`src/hdl/xsbc_pkg.sv`:
```
// ----------------------------------------------------------------------------
// xsbc_pkg
// shared types and constants for the xor subarray below-bound counter
// ----------------------------------------------------------------------------
`timescale 1ns / 1ps
`default_nettype none

package xsbc_pkg;

    localparam int unsigned DATA_W = 32;
    localparam int unsigned CNT_W  = 11;
    localparam int unsigned TOT_W  = 20;
    localparam int unsigned PADDR_W = 3;

    localparam logic [CNT_W-1:0] CNT_MAX = {CNT_W{1'b1}};
    localparam logic [TOT_W-1:0] TOT_MAX = {TOT_W{1'b1}};

    // register index, taken from paddr[2]
    localparam logic REG_XOR_BOUND = 1'b0;

    typedef struct packed {
        logic [DATA_W-1:0] element_value;
        logic              start_of_array;
    } t_in_beat;

    typedef struct packed {
        logic [CNT_W-1:0] count_ending_here;
        logic [TOT_W-1:0] running_total;
        logic             pool_full;
    } t_out_beat;

endpackage

`default_nettype wire

```
`src/hdl/xsbc_cfg.sv`:
```
// ----------------------------------------------------------------------------
// xsbc_cfg
// apb register file holding the xor bound
// ----------------------------------------------------------------------------
`timescale 1ns / 1ps
`default_nettype none

module xsbc_cfg import xsbc_pkg::*; (
    input  wire logic               i_clk,
    input  wire logic               i_rst_n,
    input  wire logic               psel,
    input  wire logic               penable,
    input  wire logic               pwrite,
    input  wire logic [PADDR_W-1:0] paddr,
    input  wire logic [DATA_W-1:0]  pwdata,
    output logic      [DATA_W-1:0]  prdata,
    output logic                    pready,
    output logic      [DATA_W-1:0]  o_bound
);

    logic [DATA_W-1:0] r_bound;
    logic              w_sel_bound;

    assign w_sel_bound = (paddr[2] == REG_XOR_BOUND);
    assign pready      = 1'b1;
    assign prdata      = w_sel_bound ? r_bound : '0;
    assign o_bound     = r_bound;

    always_ff @(posedge i_clk) begin
        if (!i_rst_n) begin
            r_bound <= '0;
        end else if (psel && penable && pwrite && w_sel_bound) begin
            r_bound <= pwdata;
        end
    end

endmodule

`default_nettype wire

```
`config.mk`:
```
export PLATFORM = sky130hd
export DESIGN_NAME = xsbc_cfg
export DESIGN_NICKNAME = d
export VERILOG_FILES = /design/src/hdl/xsbc_pkg.sv /design/src/hdl/xsbc_cfg.sv
export SDC_FILE = /design/constraint.sdc
export NUM_CORES = 1
export LEC_CHECK = 0
export ABC_AREA = 1
export BUFFER_PORTS_ARGS = -buffer_cell sky130_fd_sc_hd__buf_2
export CAP_MARGIN = 30
export CORE_MARGIN = 4
export CORE_UTILIZATION = 44
export CTS_BUF_LIST = sky130_fd_sc_hd__clkbuf_4
export CTS_CLUSTER_SIZE = 16
export DETAILED_ROUTE_END_ITERATION = 8
export PLACE_DENSITY = 0.87
export SETUP_SLACK_MARGIN = 0.02
export SLEW_MARGIN = 20
export SYNTH_ARGS = -nofsm -noshare
export SYNTH_HDL_FRONTEND = slang
export SYNTH_SLANG_ARGS = --single-unit
```
`constraint.sdc`:
```
create_clock -name i_clk -period 1.3 [get_ports i_clk]
set_clock_uncertainty 0.15 [all_clocks]
set_input_delay 0.26 -clock i_clk [delete_from_list [all_inputs] [get_ports i_clk]]
set_output_delay 0.26 -clock i_clk [all_outputs]
set_load 0.01 [all_outputs]
```
==> flow_summary.ini, run 1 <==
[synth]
ys_ff_latch = 32
synth_compound_area_share_pct = 0
synthTopCellsByArea = dfxtp_1, nor2_1, inv_1
yosys.area.top_type = dfxtp_1
synth_area_sq_um = 1685
synth_top_family_by_area = simple AND/OR/NAND/NOR gates
synth_cells = 281
yosysWarningCount = 0
synthXorXnorAreaFrac_pct = 0
synth_cell_type_count = 15
yosysSeqAreaShare_pct = 38.01
synth-simple-area-share_pct = 40.61
synthAdderAreaFrac_pct = 0
avgSynthCellArea_sq_um = 5.998
yosysTopAreaCellShare_pct = 38.01
synthMuxAreaShare_pct = 0
syn_nets = 321

[critical_path]
end_kind = output port
critPathMaxStageDelay_ns = 0.36
critical_path_peak_fanout = 3
r2r-start = o_bound[6]
cp_top_family = flip-flops
path_cells = inv_2 -> nor2_2 -> buf_2
crit_buf_inv = 2
critical_path_arrival_ns = 0.97
cp-start-kind = register
critPathSlowestCell = dfxtp_2
r2r_cells = 3
timing.rr.end = o_bound[6]
cp_data_required_time_ns = 0.89
r2r_slack_ns = 0.44
worstSetupPathType = reg2out

[sta]
fin_ws_ns = -0.07656
tightest_slew_ns = 0.5524
setup-violations-final = 26
max_freq_ghz = 0.7265
hold_viol_final = 0
slew_headroom_pct = 63.17
finalCriticalPeriod_ns = 1.377
grt_setup_unrepaired = true
finalMaxSlewViolations = 0
period_share_pct = 105.9

[grt]
grt_pass1_wl_um = 7231
grt_max_degree = 33
antenna_found_initial = 0
grt-ovfl-total = 0
grt_pass1_vias = 1722
grtUsageTotal_pct = 18.11

[die]
dieArea_sq_um = 4885
die_height_um = 69.89
rows = 22
die_width_um = 69.89
io-pin-count = 105
start_util_pct = 45.69
core_sq_um = 3689

[placed_design]
place.detailed.hpwl_um = 3224
gp_congestion = 0.7198
io_buffer_count = 101
placed_cell_area_sq_um = 2228

[final_layout]
final_cell_mix = buf_2, nor2_1, inv_1
largest_reg_flops = 32
nets = 425
drive_gt1_share_pct = 50.78
diodes = 0
area_growth_pct = 44.17
postLayoutCoreUtil_pct = 65.88
final_cell_area_sq_um = 2430
final_common_cell = buf_2

[hold_path]
holdPathEnd = o_bound[1]
worstHoldPathCells = 5
hold_path_class = in2reg
hp-start = pwdata[1]

[cts]
clockBufferDepth = 2
cts.sink_count = 32
htree_levels = 2
cts_made_buffers = 5
clkSlewWorstSetupHoldPaths_ns = 0.10
cts_hold_buf = 0
cts_tree = done
clkLatencyLatePin_ns = 0.31
root_buffer = clkbuf_4

[routing]
route.detailed.drc = 0
drtIter0Drc = 99
wirelength_um = 4680
viasPerCell = 4.359
drt_pass1_iterations = 4
wl_per_cell_um = 10.78
dr_total_vias = 1892
ant_nets = 0

[status]
status = finished with violations
violations = negative setup slack

[power]
ir_worst_vdd_uv = 545.5
p_int_mw = 1.443
p_comb_share_pct = 19.3
switchingPower_mw = 0.5564
seqPwrFrac_pct = 52.5
powerDensity_nw_per_um2 = 822.9
p_leak_nw = 1.415
p_sw_share_pct = 27.82
power_frac_clock_pct = 28.2

[flow_run]
drv_cap = 0
[repair_timing]
action	4_1_cts	5_1_grt
resized for setup	37	39
endpoints found under the setup margin	32	33
pin swaps	4	15
setup buffers	2	5
[cell usage after synthesis]
cell / n
buf_2: 6
nand3_1: 32
conb_1: 1
nand2_1: 32
buf_4: 1
buf_1: 3
nor2_8: 1
inv_1: 66
nor2_1: 96
nor2_4: 1
buf_6: 4
clkbuf_1: 3
dfxtp_1: 32
nand2_2: 2
inv_2: 1
[logic make-up after synthesis]
kind of cell / count (synthesis)
flip-flops: 32
buffers and inverters: 84
AND/OR/NAND/NOR: 164
other: 1
[power groups by stage]
stage	Clock, mW	Sequential (mW)	Combinational (mW)
floorplan	0	1.08	0.195
global placement	0	1.06	0.351
detailed placement	0	1.06	0.360
CTS	0.580	1.05	0.365
global route	0.614	1.06	0.436
finish	0.563	1.05	0.386
[worst register-to-register path, stage by stage (launching register included)]
cell	delay [ns]
dfxtp_2	0.34
buf_4	0.13
nor2_1	0.09
nor2_1	0.06
[routing by layer]
layer / track usage [%] / wire length [um] / share of wire (%)
met2: 34.52 / 2552 / 55
met1: 18.19 / 1827 / 39
met3: 4.029 / 236 / 5.0
met4: 8.936 / 64 / 1.4
met5: 0 / 0 / 0
[worst max path at each step]
stage,startpoint,slack [ns],cells after the start,end
final,o_bound[27],-0.08,3,prdata[27]
after global routing,o_bound[26],-0.14,3,prdata[26]
after CTS,o_bound[2],-0.05,3,prdata[2]
after detailed placement,paddr[2],-0.05,6,o_bound[29]
after global placement,paddr[2],-0.006,6,o_bound[17]
after floorplan,paddr[2],0.13,3,prdata[0]
[through the flow]
step / TNS, ns / instances / setup WS, ns / power, mW / hold slack (ns)
finish: -0.5519 / 434 / -0.07656 / 2.000 / 0.09704
global route: -2.613 / 434 / -0.1415 / 2.105 / 0.1042
CTS: -0.9667 / 429 / -0.04839 / 1.991 / 0.07876
detailed placement: -0.6872 / 419 / -0.05122 / 1.422 / 0.3387
global placement: -0.03924 / 419 / -0.005778 / 1.410 / 0.3309
floorplan: 0 / 281 / 0.1319 / 1.271 / 0.2307
[cell type report]
type	instances	area, sq um
clock buffers	7	52.55
clock inverters	1	3.754
fillers	371	1259
inverters	67	251.5
multi-input cells	165	710.7
flip-flops and latches	32	680.7
well taps	48	60.06
repair buffers	114	670.6
Note: power is estimated with default switching activity, not from simulation.
==> run 2: changes to the inputs <==
--- a/config.mk
+++ b/config.mk
@@ -8,12 +8,14 @@
 export ABC_AREA = 1
 export BUFFER_PORTS_ARGS = -buffer_cell sky130_fd_sc_hd__buf_2
 export CAP_MARGIN = 30
+export CELL_PAD_IN_SITES_DETAIL_PLACEMENT = 2
+export CELL_PAD_IN_SITES_GLOBAL_PLACEMENT = 2
 export CORE_MARGIN = 4
-export CORE_UTILIZATION = 44
+export CORE_UTILIZATION = 20
 export CTS_BUF_LIST = sky130_fd_sc_hd__clkbuf_4
 export CTS_CLUSTER_SIZE = 16
 export DETAILED_ROUTE_END_ITERATION = 8
-export PLACE_DENSITY = 0.87
+export PLACE_DENSITY = 0.85
 export SETUP_SLACK_MARGIN = 0.02
 export SLEW_MARGIN = 20
 export SYNTH_ARGS = -nofsm -noshare
==> flow_summary.ini, run 2 (synthesized netlist as in run 1, its figures left out) <==
[final_layout]
final_cell_mix = nor2_1, buf_2, inv_1
final_cell_area_sq_um = 2783
postLayoutCoreUtil_pct = 33.87
largest_reg_flops = 32
nets = 435
diodes = 0
drive_gt1_share_pct = 53.79
nFillCells = 1022
area_growth_pct = 65.11

[routing]
drt_pass1_iterations = 4
wirelength_um = 6563
dr_total_vias = 2045
viasPerCell = 4.082
ant_nets = 0
wl_per_cell_um = 13.10
route.detailed.drc = 0
drtIter0Drc = 68

[sta]
period_share_pct = 106.0
tightest_slew_ns = 0.6035
hold_viol_final = 0
fin_ws_ns = -0.07792
max_freq_ghz = 0.7257
slew_headroom_pct = 59.77
grt_setup_unrepaired = true
setup-violations-final = 39
fin_tns_setup_ns = -1.309
hold_ws_ns = 0.08608
finalCriticalPeriod_ns = 1.378
finalMaxSlewViolations = 0

[critical_path]
r2r-start = o_bound[9]
crit_end = prdata[1]
r2r_slack_ns = 0.34
crit_path_start = o_bound[1]
cp-start-kind = register
critical_path_peak_fanout = 3
r2r_cells = 4
worstSetupPathType = reg2out
timing.rr.end = o_bound[9]
end_kind = output port
critical_path_arrival_ns = 0.97
cp_data_required_time_ns = 0.89

[power]
p_leak_nw = 1.505
powerDensity_nw_per_um2 = 752.2
ir_worst_vdd_uv = 242.2

[cts]
clkSlewWorstSetupHoldPaths_ns = 0.10
htree_levels = 2
cts_hold_buf = 0
cts_made_buffers = 5
clkLatencyLatePin_ns = 0.33
clockBufferDepth = 2
root_buffer = clkbuf_4
cts_tree = done
cts.sink_count = 32

[grt]
antenna_found_initial = 0
grt_pass1_wl_um = 10270
grt_max_degree = 33
grt-ovfl-total = 0
grt_pass1_vias = 2203
grtUsageTotal_pct = 12.86

[die]
die_height_um = 99.80
io-pin-count = 105
rows = 33
dieArea_sq_um = 9959
die_width_um = 99.80
start_util_pct = 20.51
core_sq_um = 8217

[hold_path]
hold_path_class = in2reg

[placed_design]
place_worst_setup_slack_ns = -0.003176
place.detailed.hpwl_um = 4840
io_buffer_count = 101
placed_cell_area_sq_um = 2377
gp_congestion = 0.7180

[status]
violations = negative setup slack
status = finished with violations

[flow_run]
drv_cap = 0
## run 2: changes by cell type in the layout (fill, tap and decap cells not counted), moves of 5 or more
cell	change
buf_6	+21
buf_12	+5
dfxtp_4	+7
buf_2	-15
dfxtp_2	-7
## run 2: timing repair
| item | in CTS | in global routing |
|---|---|---|
| gates resized for setup | 59 | 55 |
| cloned | 0 | 0 |
| endpoints found under the hold margin | 0 | 0 |
| setup endpoints to repair | 47 | 53 |
| setup buffers | 8 | 7 |
| pin swaps | 6 | 13 |
## run 2: per-layer routing
metal | share of wire, % | up-vias | GRT usage [%] | routed length [um]
li1 | - | 1019 | - | -
met5 | 0 | - | 0 | 0
met2 | 55 | 59 | 25.55 | 3586
met1 | 38 | 959 | 13.22 | 2469
met4 | 1.3 | 0 | 2.836 | 86
met3 | 6.4 | 8 | 3.475 | 420
## run 2: worst min path at each step
stage / startpoint / end / slack [ns] / cells past startpoint
2_1_floorplan: i_rst_n / o_bound[26] / 0.23 / 2
3_3_place_gp: o_bound[31] / o_bound[31] / 0.34 / 2
3_5_place_dp: o_bound[21] / o_bound[21] / 0.35 / 2
4_1_cts: pwdata[25] / o_bound[25] / 0.07 / 5
5_1_grt: pwdata[10] / o_bound[10] / 0.09 / 5
6_report: pwdata[25] / o_bound[25] / 0.09 / 5
## run 2: worst max-delay path, cell delays in order, from the launching register on
cell     delay, ns
dfxtp_2       0.37
inv_2         0.04
nor2_2        0.10
buf_2         0.13
## run 2: power breakdown
group / switching [mW] / total (mW) / internal (mW)
sequential: 0.0350 / 1.05 / 1.01
clock: 0.336 / 0.586 / 0.250
combinational: 0.240 / 0.462 / 0.222
total: 0.611 / 2.09 / 1.48
## run 2: through the flow
step                total power, mW  instances
floorplan                     1.271        281
detailed placement            1.472        478
finish                        2.093        501
global placement              1.450        478
global route                  2.247        501
CTS                           2.112        494
## run 2: area by class of cell
cell class                 count  area [sq um]  share of cell area [%]
clock buffer                   7         52.55                   1.888
sequential                    32         698.2                   25.09
tap                          105         131.4                   4.721
inverter                      67         251.5                   9.038
multi-input combinational    165         720.7                   25.90
clock inverter                 1         3.754                  0.1349
timing repair buffer         124         924.6                   33.23
==> run 3: changes to the inputs <==
--- a/config.mk
+++ b/config.mk
@@ -6,15 +6,15 @@
 export NUM_CORES = 1
 export LEC_CHECK = 0
 export ABC_AREA = 1
-export BUFFER_PORTS_ARGS = -buffer_cell sky130_fd_sc_hd__buf_2
 export CAP_MARGIN = 30
 export CELL_PAD_IN_SITES_DETAIL_PLACEMENT = 2
 export CELL_PAD_IN_SITES_GLOBAL_PLACEMENT = 2
 export CORE_MARGIN = 4
-export CORE_UTILIZATION = 20
+export CORE_UTILIZATION = 30
 export CTS_BUF_LIST = sky130_fd_sc_hd__clkbuf_4
 export CTS_CLUSTER_SIZE = 16
 export DETAILED_ROUTE_END_ITERATION = 8
+export DONT_BUFFER_PORTS = 1
 export PLACE_DENSITY = 0.85
 export SETUP_SLACK_MARGIN = 0.02
 export SLEW_MARGIN = 20
==> flow_summary.ini, run 3 (synthesized netlist as in run 1, its figures left out) <==
[power]
powerDensity_nw_per_um2 = 812.8
p_sw_share_pct = 29.94
total_power_mw = 1.828
p_comb_share_pct = 15.1
switchingPower_mw = 0.5471
power_frac_clock_pct = 28.0
p_int_mw = 1.280
p_leak_nw = 0.9445
seqPwrFrac_pct = 56.9
ir_worst_vdd_uv = 337.4

[sta]
period_share_pct = 98.34
finalMaxSlewViolations = 0
fin_ws_ns = 0.02161
hold_ws_ns = -0.1122
fin_tns_setup_ns = 0
hold_viol_final = 32
grt_setup_unrepaired = true
max_freq_ghz = 0.7822
setup-violations-final = 0
finalCriticalPeriod_ns = 1.278

[cts]
root_buffer = clkbuf_4
htree_levels = 2
cts_made_buffers = 5
cts_tree = done
clockBufferDepth = 2
post_cts_buffers = 0
clkSlewWorstSetupHoldPaths_ns = 0.10
cts.sink_count = 32
clkLatencyLatePin_ns = 0.32

[die]
dieArea_sq_um = 6881
die_height_um = 82.95
core_sq_um = 5473
die_width_um = 82.95
start_util_pct = 30.80
io-pin-count = 105
rows = 27

[hold_path]
hold_path_class = in2reg
holdPathEnd = o_bound[12]
worstHoldPathCells = 2
hp-start = i_rst_n

[final_layout]
diodes = 0
area_growth_pct = 33.41
nets = 324
layoutNonFillerInstCount = 356
drive_gt1_share_pct = 41.90
largest_reg_flops = 32
final_cell_mix = nor2_1, inv_1, nor2_4
postLayoutCoreUtil_pct = 41.08
final_cell_area_sq_um = 2248
final_common_cell = nor2_1

[routing]
dr_total_vias = 1666
wl_per_cell_um = 16.32
wirelength_um = 5810
drtIter0Drc = 30
ant_nets = 0
viasPerCell = 4.680
drt_pass1_iterations = 3
route.detailed.drc = 0

[grt]
grt_pass1_wl_um = 9287
antenna_found_initial = 0
grt_max_degree = 35
grtUsageTotal_pct = 16.74
grt_pass1_vias = 1845
grt-ovfl-total = 0

[critical_path]
critical_path_peak_fanout = 3
end_kind = output port
critical_path_arrival_ns = 0.87
cp-start-kind = register
r2r-start = o_bound[27]
r2r_cells = 3
timing.rr.end = o_bound[27]
worstSetupPathType = reg2out
r2r_slack_ns = 0.36
cp_data_required_time_ns = 0.89

[placed_design]
gp_congestion = 0.7119
dp.cells = 349
placed_cell_area_sq_um = 1805
place_worst_setup_slack_ns = 0.1198
place.detailed.hpwl_um = 3822
io_buffer_count = 0

[flow_run]
drv_cap = 0

[status]
status = finished with violations
violations = negative hold slack
run 3: cell types whose count changed in the layout (fill, tap and decap cells not counted), sizes merged:
cell    previous run  this run
buf              124        13
clkbuf             7         5
clkinv             1         2
run 3: timing repair:
action                                  4_1_cts  5_1_grt
pin swaps                                    29       28
hold endpoints to repair                     32       32
endpoints found under the setup margin       32       32
resized for setup                           149       26
run 3: layout make-up:
cell class / instances / area (sq um)
Tap cell: 72 / 90.09
Clock inverter: 2 / 7.507
Sequential cell: 32 / 743.2
Timing Repair Buffer: 13 / 135.1
Multi-Input combinational cell: 165 / 928.4
Fill cell: 657 / 3224
Clock buffer: 5 / 37.54
Inverter: 67 / 306.5
run 3: worst max-delay path: stages, from the launching register on:
cell	delay, ns
dfxtp_4	0.39
inv_4	0.04
nor2_4	0.12
run 3: power groups by stage:
stage               logic, mW  registers, mW  clock network [mW]
finish                  0.276           1.04               0.511
global placement        0.226           1.08                   0
CTS                     0.274           1.03               0.553
detailed placement      0.238           1.08                   0
global route            0.314           1.05               0.593
floorplan               0.195           1.08                   0
run 3: routing by layer:
metal	routed length (um)	share of wire (%)	vias up	GRT usage (%)
li1	-	-	801	-
met1	2237	39	795	17.95
met2	3105	53	66	30.98
met3	430	7.4	4	6.647
met4	36	0.62	0	3.120
met5	0	0	-	0
run 3: worst max-delay path by stage:
stage                             end  cells past startpoint  slack (ns)         from
after floorplan             prdata[0]                      3        0.13     paddr[2]
after global placement     o_bound[5]                      6        0.15       pwrite
after detailed placement  o_bound[10]                      6        0.12       pwrite
after CTS                  prdata[12]                      2       -0.02  o_bound[12]
after global routing        prdata[5]                      2       -0.05   o_bound[5]
final                      prdata[15]                      2        0.02  o_bound[15]
